`config.mk`:
```
export PLATFORM = sky130hd
export DESIGN_NAME = i2c_register_slave_dac_control_flat
export DESIGN_NICKNAME = d
export VERILOG_FILES = /design/src/rtl/isdc_pkg.sv /design/src/rtl/isdc_ifs.sv /design/src/rtl/isdc_queue.sv /design/src/rtl/isdc_front.sv /design/src/rtl/isdc_back.sv /design/src/rtl/i2c_register_slave_dac_control.sv /design/src/flat_wrapper.sv
export SDC_FILE = /design/constraint.sdc
export NUM_CORES = 1
export LEC_CHECK = 0
export CAP_MARGIN = 10
export CELL_PAD_IN_SITES_DETAIL_PLACEMENT = 1
export CELL_PAD_IN_SITES_GLOBAL_PLACEMENT = 1
export CORE_MARGIN = 2
export CORE_UTILIZATION = 25
export CTS_CLUSTER_DIAMETER = 200
export DETAILED_ROUTE_END_ITERATION = 12
export DONT_BUFFER_PORTS = 1
export GPL_TIMING_DRIVEN = 0
export PLACE_DENSITY = 0.48
export SYNTH_ARGS = -nofsm -noshare
export SYNTH_HDL_FRONTEND = slang
export SYNTH_SLANG_ARGS = --single-unit
```
`constraint.sdc`:
```
create_clock -name clk -period 2.79 [get_ports clk]
set_input_delay 0.4185 -clock clk [delete_from_list [all_inputs] [get_ports clk]]
set_output_delay 0.4185 -clock clk [all_outputs]
set_load 0.05 [all_outputs]
```
`src/rtl/isdc_pkg.sv`:
```
// Shared types and constants of the I2C register target with DAC control.
package isdc_pkg;

  // Register addresses seen on the bus.
  localparam logic [7:0] REG_DAC_HV     = 8'h10;
  localparam logic [7:0] REG_ADC_HV     = 8'h11;
  localparam logic [7:0] REG_DAC_OFFSET = 8'h20;
  localparam logic [7:0] REG_DAC_LED    = 8'h30;
  localparam logic [7:0] REG_ADC_LOW    = 8'h31;
  localparam logic [7:0] REG_ADC_HIGH   = 8'h32;
  localparam logic [7:0] REG_DAC_GAIN   = 8'h40;

  localparam logic [15:0] UNKNOWN_READ   = 16'hFFFF;
  localparam logic [11:0] HI_NIBBLE_MASK = 12'hF00;

  // DAC chip selects and channels.
  localparam logic [1:0] CHIP_HV     = 2'd0;
  localparam logic [1:0] CHIP_OFFSET = 2'd1;
  localparam logic [1:0] CHIP_LED    = 2'd2;
  localparam logic       CH_A        = 1'b0;
  localparam logic       CH_B        = 1'b1;

  // Command queue between the decoder and the result sequencer.
  localparam int QUEUE_DEPTH = 2;
  localparam int QPTR_BITS   = $clog2(QUEUE_DEPTH);

  typedef enum logic [1:0] {
    PH_IDLE = 2'd0,  // no transaction in progress
    PH_REG  = 2'd1,  // write address seen, register byte expected
    PH_LOW  = 2'd2,  // low data byte expected, or read value loaded
    PH_HIGH = 2'd3   // high data byte expected
  } phase_t;

  // One decoded event: everything the sequencer needs to emit its beats.
  typedef struct packed {
    logic        tx_load;
    logic [7:0]  tx_byte;
    logic        led;
    logic        dac_load;
    logic        two_frames;
    logic [1:0]  chip;
    logic        channel;
    logic [11:0] code_a;  // high-nibble frame when two frames are sent
    logic [11:0] code_b;  // the only or the second frame
  } cmd_t;

endpackage

```
`src/rtl/isdc_ifs.sv`:
```
// Handshake channels: bus byte events in, result beats out.
interface isdc_evt_if #(
  parameter int ADC_BITS = 10
);
  logic                valid;
  logic                ready;
  logic                is_read;
  logic                is_data;
  logic [7:0]          rx_byte;
  logic [ADC_BITS-1:0] adc_low_amp;
  logic [ADC_BITS-1:0] adc_high_amp;
  logic [ADC_BITS-1:0] adc_hv_feedback;

  modport source (output valid, is_read, is_data, rx_byte, adc_low_amp, adc_high_amp,
                  adc_hv_feedback, input ready);
  modport sink (input valid, is_read, is_data, rx_byte, adc_low_amp, adc_high_amp,
                adc_hv_feedback, output ready);
endinterface

interface isdc_res_if;
  logic        valid;
  logic        ready;
  logic        tx_load;
  logic [7:0]  tx_byte;
  logic        dac_load;
  logic [1:0]  dac_chip;
  logic        dac_channel;
  logic [11:0] dac_code;
  logic        activity_led;
  logic        last;

  modport source (output valid, tx_load, tx_byte, dac_load, dac_chip, dac_channel, dac_code,
                  activity_led, last, input ready);
  modport sink (input valid, tx_load, tx_byte, dac_load, dac_chip, dac_channel, dac_code,
                activity_led, last, output ready);
endinterface

```
`src/rtl/isdc_queue.sv`:
```
// Small command queue between the event decoder and the result sequencer.
module isdc_queue (
  input  logic           clk,
  input  logic           rst,
  input  logic           push,
  input  isdc_pkg::cmd_t push_cmd,
  output logic           full,
  input  logic           pop,
  output isdc_pkg::cmd_t pop_cmd,
  output logic           empty
);

  isdc_pkg::cmd_t                  slots [isdc_pkg::QUEUE_DEPTH];
  logic [isdc_pkg::QPTR_BITS-1:0]  wr_ptr;
  logic [isdc_pkg::QPTR_BITS-1:0]  rd_ptr;
  logic [isdc_pkg::QPTR_BITS:0]    count;

  assign full    = (count == (isdc_pkg::QPTR_BITS+1)'(isdc_pkg::QUEUE_DEPTH));
  assign empty   = (count == '0);
  assign pop_cmd = slots[rd_ptr];

  always_ff @(posedge clk) begin
    if (push) begin
      slots[wr_ptr] <= push_cmd;
    end
  end

  always_ff @(posedge clk) begin
    if (rst) begin
      wr_ptr <= '0;
      rd_ptr <= '0;
      count  <= '0;
    end else begin
      if (push) begin
        wr_ptr <= wr_ptr + 1'b1;
      end
      if (pop) begin
        rd_ptr <= rd_ptr + 1'b1;
      end
      if (push && !pop) begin
        count <= count + 1'b1;
      end else if (pop && !push) begin
        count <= count - 1'b1;
      end
    end
  end

  a_no_overflow: assert property (@(posedge clk) disable iff (rst) !(push && full))
    else $error("queue written while full");
  a_no_underflow: assert property (@(posedge clk) disable iff (rst) !(pop && empty))
    else $error("queue read while empty");
  a_count_bound: assert property (@(posedge clk) disable iff (rst)
      count <= (isdc_pkg::QPTR_BITS+1)'(isdc_pkg::QUEUE_DEPTH))
    else $error("queue count out of range");

endmodule

```
`src/rtl/isdc_front.sv`:
```
// Event decoder: takes bus byte events, keeps the transaction state, emits commands.
module isdc_front #(
  parameter int DAC_BITS = 12,
  parameter int ADC_BITS = 10
) (
  input  logic           clk,
  input  logic           rst,
  isdc_evt_if.sink       bus_evt,
  input  logic           full,
  output logic           push,
  output isdc_pkg::cmd_t cmd
);

  localparam logic [11:0] DAC_MASK =
      (DAC_BITS >= 12) ? 12'hFFF : 12'((1 << DAC_BITS) - 1);
  localparam logic [15:0] ADC_MASK =
      (ADC_BITS >= 16) ? 16'hFFFF : 16'((1 << ADC_BITS) - 1);

  isdc_pkg::phase_t phase;
  isdc_pkg::phase_t phase_next;
  logic [7:0]       reg_select;
  logic [7:0]       reg_select_next;
  logic [15:0]      data_accum;
  logic [15:0]      data_accum_next;
  logic             led_level;

  logic [15:0] sum_low;
  logic [15:0] value;
  logic [15:0] sample;
  logic [11:0] code_hi;
  logic [11:0] code_lo;

  assign bus_evt.ready = !full;
  assign push          = bus_evt.valid && !full;

  assign sum_low = data_accum + {8'h00, bus_evt.rx_byte};
  assign value   = data_accum + {bus_evt.rx_byte, 8'h00};
  assign code_hi = value[15:4] & isdc_pkg::HI_NIBBLE_MASK & DAC_MASK;
  assign code_lo = value[11:0] & DAC_MASK;

  always_comb begin
    case (reg_select)
      isdc_pkg::REG_ADC_HV:   sample = 16'(bus_evt.adc_hv_feedback) & ADC_MASK;
      isdc_pkg::REG_ADC_LOW:  sample = 16'(bus_evt.adc_low_amp) & ADC_MASK;
      isdc_pkg::REG_ADC_HIGH: sample = 16'(bus_evt.adc_high_amp) & ADC_MASK;
      default:                sample = isdc_pkg::UNKNOWN_READ;
    endcase
  end

  always_comb begin
    phase_next      = phase;
    reg_select_next = reg_select;
    data_accum_next = data_accum;
    cmd             = '0;
    cmd.led         = !led_level;
    if (bus_evt.is_read) begin
      if (!bus_evt.is_data) begin
        data_accum_next = sample;
        phase_next      = isdc_pkg::PH_LOW;
        cmd.tx_load     = 1'b1;
        cmd.tx_byte     = sample[15:8];
      end else begin
        if (phase == isdc_pkg::PH_LOW) begin
          cmd.tx_load = 1'b1;
          cmd.tx_byte = data_accum[7:0];
        end else begin
          data_accum_next = '0;
        end
        phase_next      = isdc_pkg::PH_IDLE;
        reg_select_next = '0;
      end
    end else if (!bus_evt.is_data) begin
      phase_next      = isdc_pkg::PH_REG;
      data_accum_next = '0;
    end else begin
      unique case (phase)
        isdc_pkg::PH_REG: begin
          reg_select_next = bus_evt.rx_byte;
          phase_next      = isdc_pkg::PH_LOW;
        end
        isdc_pkg::PH_LOW: begin
          data_accum_next = sum_low;
          phase_next      = isdc_pkg::PH_HIGH;
        end
        isdc_pkg::PH_HIGH: begin
          reg_select_next = '0;
          data_accum_next = '0;
          phase_next      = isdc_pkg::PH_IDLE;
          cmd.code_a      = code_hi;
          cmd.code_b      = code_lo;
          case (reg_select)
            isdc_pkg::REG_DAC_HV: begin
              cmd.dac_load   = 1'b1;
              cmd.two_frames = 1'b1;
              cmd.chip       = isdc_pkg::CHIP_HV;
              cmd.channel    = isdc_pkg::CH_A;
            end
            isdc_pkg::REG_DAC_OFFSET: begin
              cmd.dac_load   = 1'b1;
              cmd.two_frames = 1'b1;
              cmd.chip       = isdc_pkg::CHIP_OFFSET;
              cmd.channel    = isdc_pkg::CH_B;
            end
            isdc_pkg::REG_DAC_LED: begin
              cmd.dac_load = 1'b1;
              cmd.chip     = isdc_pkg::CHIP_LED;
              cmd.channel  = isdc_pkg::CH_A;
            end
            isdc_pkg::REG_DAC_GAIN: begin
              cmd.dac_load = 1'b1;
              cmd.chip     = isdc_pkg::CHIP_LED;
              cmd.channel  = isdc_pkg::CH_B;
            end
            default: begin
              // Unknown register: the value is dropped without a frame.
              cmd.code_a = '0;
              cmd.code_b = '0;
            end
          endcase
        end
        isdc_pkg::PH_IDLE: begin
          data_accum_next = '0;
          phase_next      = isdc_pkg::PH_IDLE;
        end
      endcase
    end
  end

  always_ff @(posedge clk) begin
    if (rst) begin
      phase      <= isdc_pkg::PH_IDLE;
      reg_select <= '0;
      data_accum <= '0;
      led_level  <= 1'b0;
    end else if (push) begin
      phase      <= phase_next;
      reg_select <= reg_select_next;
      data_accum <= data_accum_next;
      led_level  <= !led_level;
    end
  end

  a_read_addr_loads: assert property (@(posedge clk) disable iff (rst)
      push && bus_evt.is_read && !bus_evt.is_data |=> phase == isdc_pkg::PH_LOW)
    else $error("read address did not load the transmit value");
  a_frame_only_on_high: assert property (@(posedge clk) disable iff (rst)
      push && cmd.dac_load |-> phase == isdc_pkg::PH_HIGH && !cmd.tx_load)
    else $error("DAC frame issued outside the high data byte");

endmodule

```
`src/rtl/isdc_back.sv`:
```
// Result sequencer: turns queued commands into one or two registered result beats.
module isdc_back (
  input  logic           clk,
  input  logic           rst,
  input  logic           empty,
  input  isdc_pkg::cmd_t cmd,
  output logic           pop,
  isdc_res_if.source     result
);

  logic second;
  logic load;
  logic split_first;

  assign load        = !empty && (!result.valid || result.ready);
  assign split_first = cmd.two_frames && !second;
  assign pop         = load && !split_first;

  always_ff @(posedge clk) begin
    if (rst) begin
      result.valid <= 1'b0;
      second       <= 1'b0;
    end else begin
      if (load) begin
        result.valid <= 1'b1;
        second       <= split_first;
      end else if (result.ready) begin
        result.valid <= 1'b0;
      end
    end
  end

  always_ff @(posedge clk) begin
    if (load) begin
      result.tx_load      <= cmd.tx_load;
      result.tx_byte      <= cmd.tx_byte;
      result.dac_load     <= cmd.dac_load;
      result.dac_chip     <= cmd.chip;
      result.activity_led <= cmd.led;
      result.last         <= !split_first;
      // The second frame of a pair goes to the other channel of the same chip.
      result.dac_channel  <= second ? !cmd.channel : cmd.channel;
      result.dac_code     <= split_first ? cmd.code_a : cmd.code_b;
    end
  end

  a_first_of_pair: assert property (@(posedge clk) disable iff (rst)
      result.valid && !result.last |-> result.dac_load && !result.tx_load)
    else $error("non-final beat without a DAC frame");
  a_pair_completes: assert property (@(posedge clk) disable iff (rst)
      load && split_first |=> second && !empty)
    else $error("second frame of a pair lost");

endmodule

```
`src/rtl/i2c_register_slave_dac_control.sv`:
```
// Top level of the I2C register target with DAC control.
//
//  channel   modport  beat carries
//  bus_evt   sink     one completed I2C byte event plus three ADC samples
//  result    source   transmit byte and/or one DAC frame, activity LED, last
//
// An event is decoded in the cycle it is accepted and queued; its results
// pass through the command queue into the output register.
// Events without a frame or with one frame give one result beat; a split write
// to a two-frame register gives two beats, one frame per result beat.
// A two-entry command queue lets the decoder keep accepting while results stall.
// Synchronous reset clears the transaction state, the queue and the output valid.
module i2c_register_slave_dac_control #(
  parameter int DAC_BITS = 12,
  parameter int ADC_BITS = 10
) (
  input  logic        clk,
  input  logic        rst,
  isdc_evt_if.sink    bus_evt,
  isdc_res_if.source  result
);

  logic           push;
  logic           full;
  logic           pop;
  logic           empty;
  isdc_pkg::cmd_t push_cmd;
  isdc_pkg::cmd_t pop_cmd;

  isdc_front #(
    .DAC_BITS (DAC_BITS),
    .ADC_BITS (ADC_BITS)
  ) u_front (
    .clk     (clk),
    .rst     (rst),
    .bus_evt (bus_evt),
    .full    (full),
    .push    (push),
    .cmd     (push_cmd)
  );

  isdc_queue u_queue (
    .clk      (clk),
    .rst      (rst),
    .push     (push),
    .push_cmd (push_cmd),
    .full     (full),
    .pop      (pop),
    .pop_cmd  (pop_cmd),
    .empty    (empty)
  );

  isdc_back u_back (
    .clk    (clk),
    .rst    (rst),
    .empty  (empty),
    .cmd    (pop_cmd),
    .pop    (pop),
    .result (result)
  );

endmodule
```
`src/flat_wrapper.sv`:
```
// flat-port wrapper written by rule: the top's interface ports become plain ports
module i2c_register_slave_dac_control_flat 
#(
  parameter int DAC_BITS = 12,
  parameter int ADC_BITS = 10
)
  (clk, rst, bus_evt_valid, bus_evt_is_read, bus_evt_is_data, bus_evt_rx_byte, bus_evt_adc_low_amp, bus_evt_adc_high_amp, bus_evt_adc_hv_feedback, bus_evt_ready, result_valid, result_tx_load, result_tx_byte, result_dac_load, result_dac_chip, result_dac_channel, result_dac_code, result_activity_led, result_last, result_ready);
  isdc_evt_if #(.ADC_BITS(ADC_BITS)) bus_evt_i ();
  isdc_res_if result_i ();
  input  logic clk;
  input  logic rst;
  input wire logic [$bits(bus_evt_i.valid)-1:0] bus_evt_valid;
  input wire logic [$bits(bus_evt_i.is_read)-1:0] bus_evt_is_read;
  input wire logic [$bits(bus_evt_i.is_data)-1:0] bus_evt_is_data;
  input wire logic [$bits(bus_evt_i.rx_byte)-1:0] bus_evt_rx_byte;
  input wire logic [$bits(bus_evt_i.adc_low_amp)-1:0] bus_evt_adc_low_amp;
  input wire logic [$bits(bus_evt_i.adc_high_amp)-1:0] bus_evt_adc_high_amp;
  input wire logic [$bits(bus_evt_i.adc_hv_feedback)-1:0] bus_evt_adc_hv_feedback;
  output wire logic [$bits(bus_evt_i.ready)-1:0] bus_evt_ready;
  output wire logic [$bits(result_i.valid)-1:0] result_valid;
  output wire logic [$bits(result_i.tx_load)-1:0] result_tx_load;
  output wire logic [$bits(result_i.tx_byte)-1:0] result_tx_byte;
  output wire logic [$bits(result_i.dac_load)-1:0] result_dac_load;
  output wire logic [$bits(result_i.dac_chip)-1:0] result_dac_chip;
  output wire logic [$bits(result_i.dac_channel)-1:0] result_dac_channel;
  output wire logic [$bits(result_i.dac_code)-1:0] result_dac_code;
  output wire logic [$bits(result_i.activity_led)-1:0] result_activity_led;
  output wire logic [$bits(result_i.last)-1:0] result_last;
  input wire logic [$bits(result_i.ready)-1:0] result_ready;
  assign bus_evt_i.valid = bus_evt_valid;
  assign bus_evt_i.is_read = bus_evt_is_read;
  assign bus_evt_i.is_data = bus_evt_is_data;
  assign bus_evt_i.rx_byte = bus_evt_rx_byte;
  assign bus_evt_i.adc_low_amp = bus_evt_adc_low_amp;
  assign bus_evt_i.adc_high_amp = bus_evt_adc_high_amp;
  assign bus_evt_i.adc_hv_feedback = bus_evt_adc_hv_feedback;
  assign bus_evt_ready = bus_evt_i.ready;
  assign result_valid = result_i.valid;
  assign result_tx_load = result_i.tx_load;
  assign result_tx_byte = result_i.tx_byte;
  assign result_dac_load = result_i.dac_load;
  assign result_dac_chip = result_i.dac_chip;
  assign result_dac_channel = result_i.dac_channel;
  assign result_dac_code = result_i.dac_code;
  assign result_activity_led = result_i.activity_led;
  assign result_last = result_i.last;
  assign result_i.ready = result_ready;
  i2c_register_slave_dac_control #(.DAC_BITS(DAC_BITS), .ADC_BITS(ADC_BITS)) u_core (.clk(clk), .rst(rst), .bus_evt(bus_evt_i), .result(result_i));
endmodule
```
==> impl_results.md <==
- I/O pin count: 73
- Final min period: 2620 ps
- Critical path class: reg2reg
- Gr usage total: 0.136
- Critical Path End Type: flop
- Top cell type's share of synthesized area: 0.453
- Placer Congestion: 0.776
- # H-tree levels: 4
- Dpl ws: 55.7 ps
- Final WL: 15,900 um
- Yosys reg bits: 123
- Lkg Pwr: 2.31 nW
- Critical Path Max Stage Delay: 630 ps
- Final Skew: 14.6 ps
- Async S/R FF share, synth: 0
- Largest net degree at the start of global routing: 32
- Fillers: 2,559
- CTS buffer count: 17
- R2r startpoint: u_core.u_queue.count[0]$_SDFFE_PP0P_
- Cell area after layout: 6970 um2
- PwrDens: 981 nW/um2
- Most common cell after layout, fill and taps aside: edfxtp_1
- Nets: 588
- Area Growth Syn to Fin: 18.2%
- Deepest clock path buffer count: 2
- Rows: 56
- Final-report hold violation count: 0
- Crit path max fanout: 6
- Full die area: 24,800 um2
- Worst Hold Depth: 2
- Synth Cell Area: 5900 um2
- Slowest cell on crit path: nand2b_1
- CTS tree: done
- Top post-synthesis cells by area: edfxtp_1, dfxtp_1, ha_1
- Post-Syn Instances: 503
- Arrival time at the worst endpoint: 2950 ps
- Reg area: 3350 um2
- Initial antenna violation count: 0
- Headroom to the max-slew limit: 0.470
- Detail Placement HPWL: 12,100 um
- Post-place instance area: 6350 um2
- Share of cells above drive strength 1: 0.128
- Via count: 4,025
- Endpoints failing setup: 0
- Worst Path Required: 3130 ps
- Final max-slew violation count: 0
- Global-route wire length before repair: 25,000 um
- Peak VDD IR: 0.375 mV
- RSZ-0062 raised after global routing: no
- Die H: 158 um
- Clock Pin Slew Worst Setup and Hold Paths: 60 ps
- Post-CTS Hold Fix Bufs: 0
- R2R cell count: 6
- Count of cell types in the netlist: 64
- Sequential fraction of the synthesis area: 0.569
- Clock latency on the worst-skew pair: 420 ps
- Hold/Removal Path Class: in2reg
- Wire per inst: 18.5 um
- Drt pass-1 iters: 4
- Area used by multi-input combinational logic: 2400 um2
- Commonest cells after routing, fill and taps aside: edfxtp_1, nor2_1, nand2_1
- CTS sink count: 123
- Cells along the critical path: nand2b_1 -> nand2_1 -> inv_1 -> ha_1 -> or3_1 -> a21oi_1
- # diodes: 0
- Die Wd: 158 um
- Initial DRC Count: 227
- Syn Nets: 567
- Slew @ Worst Pin: 795 ps
- Critical path startpoint: u_core.u_queue.count[0]$_SDFFE_PP0P_
- Post-synth top flop: edfxtp_1
- Initial Util: 0.253
- Total global routing overflow: 0
- Worst setup margin: 175 ps
- Yosys warns: 0
- Vias in the first global route: 4,322
- Crit share post-route: 0.937
- Fmax: 382 MHz
- CTS root buffer: clkbuf_16
- Post-synth EDFFs: 89
- Max-cap violations: 0
- Vias per std cell: 4.70
- Residual DRC: 0
- Buffers on Ports: 0
- Outcome: completed
- Mean Syn Cell Area: 11.7 um2
- Setup crit start kind: flop
- Synth area leader: edfxtp_1
- Core area: 23,300 um2
- Hold Startpoint: bus_evt_rx_byte[4]
- Antenna viol nets, final: 0
-- what timing repair did --
action                     4_1_cts  5_1_grt
setup endpoints to repair        0       13
setup buffers                    0        0
gates resized for setup          0        2
-- Yosys cell counts, types with 6 or more instances --
library cell and count:
ha_1 18, xnor2_1 9, nand2b_1 9, o21ai_0 7
nand2_1 37, a311oi_1 9, dfxtp_1 34, mux2i_1 15
edfxtp_1 89, clkbuf_1 15, a21oi_1 31, nor2_1 59
a22oi_1 8, inv_1 17, nand3_1 23, mux2_2 17
and2_1 6, xor2_1 9
-- critical path: cells and delay by family (launching register included) --
kind	cells	cell delay, ps
and+or+nand+nor	3	1340
DFF	1	430
adders and majority gates	1	320
buffers and inverters	1	310
AOI/OAI and AO/OA	1	140
-- cell families after synthesis --
family          Yosys count  share of synthesized area
fa+ha+maj                20                     0.0450
xor+xnor                 18                     0.0267
flops                   123                      0.569
mux                      36                     0.0732
compound gates           95                      0.115
simple gates            171                      0.145
buf+inv                  40                     0.0265
-- final timing paths --
path	to	slack, ps
max reg2reg	u_core.u_queue.count[1]$_SDFFE_PP0P_	170
min	u_core.u_front.reg_select[4]$_SDFFE_PP0P_	160
max	u_core.u_queue.count[1]$_SDFFE_PP0P_	170
min reg2reg	u_core.u_front.reg_select[7]$_SDFFE_PP0P_	500
-- routing by layer --
metal  wire length, um  track usage  up-vias
met5                 0            0        -
met4               313       0.0459        0
met3               413       0.0325       17
met2              7780        0.229       82
met1              7360        0.171     1998
li1                  -            -     1928
-- layout make-up --
class                      instances  area share
clock buffer                      20      0.0627
inverter                          17     0.00916
clock inverter                    12      0.0246
sequential                       123       0.482
timing repair buffer               2     0.00682
buffer                            23      0.0133
multi-input combinational        340       0.345
tap                              319      0.0573
-- through the flow --
step                      TNS, ps  total power, mW  hold slack, ps  cells   util
after floorplan                 0             4.20             455    503      -
after global placement      -8880             4.54             473    822  0.270
after detailed placement        0             4.63             490    824  0.272
after CTS                       0             6.93             144    856  0.298
after global routing            0             7.18             155    856  0.299
final                           0             6.83             162    856  0.299
-- flip-flops by register name (all words and copies together) (netlist names), named ones only --
signal	flops
u_core.u_back.result.valid	1
u_core.u_back.result.activity_led	1
u_core.u_back.result.dac_chip	2
u_core.u_back.result.dac_load	1
u_core.u_back.result.dac_channel	1
u_core.u_back.result.tx_byte	8
u_core.u_queue.wr_ptr	1
u_core.u_queue.slots	62
u_core.u_back.result.tx_load	1
u_core.u_back.result.dac_code	12
u_core.u_front.reg_select	8
u_core.u_front.data_accum	16
u_core.u_back.result.last	1
u_core.u_queue.rd_ptr	1
u_core.u_queue.count	2
u_core.u_back.second	1
u_core.u_front.phase	2
u_core.u_front.led_level	1
-- power breakdown --
| group | total, mW | internal [mW] | switching (mW) |
|---|---|---|---|
| Sequential | 3.41 | 2.52 | 0.894 |
| Combinational | 1.15 | 0.447 | 0.705 |
| Clock | 2.27 | 1.49 | 0.784 |
| Total | 6.83 | 4.45 | 2.38 |
Note: power is estimated with default switching activity, not from simulation.
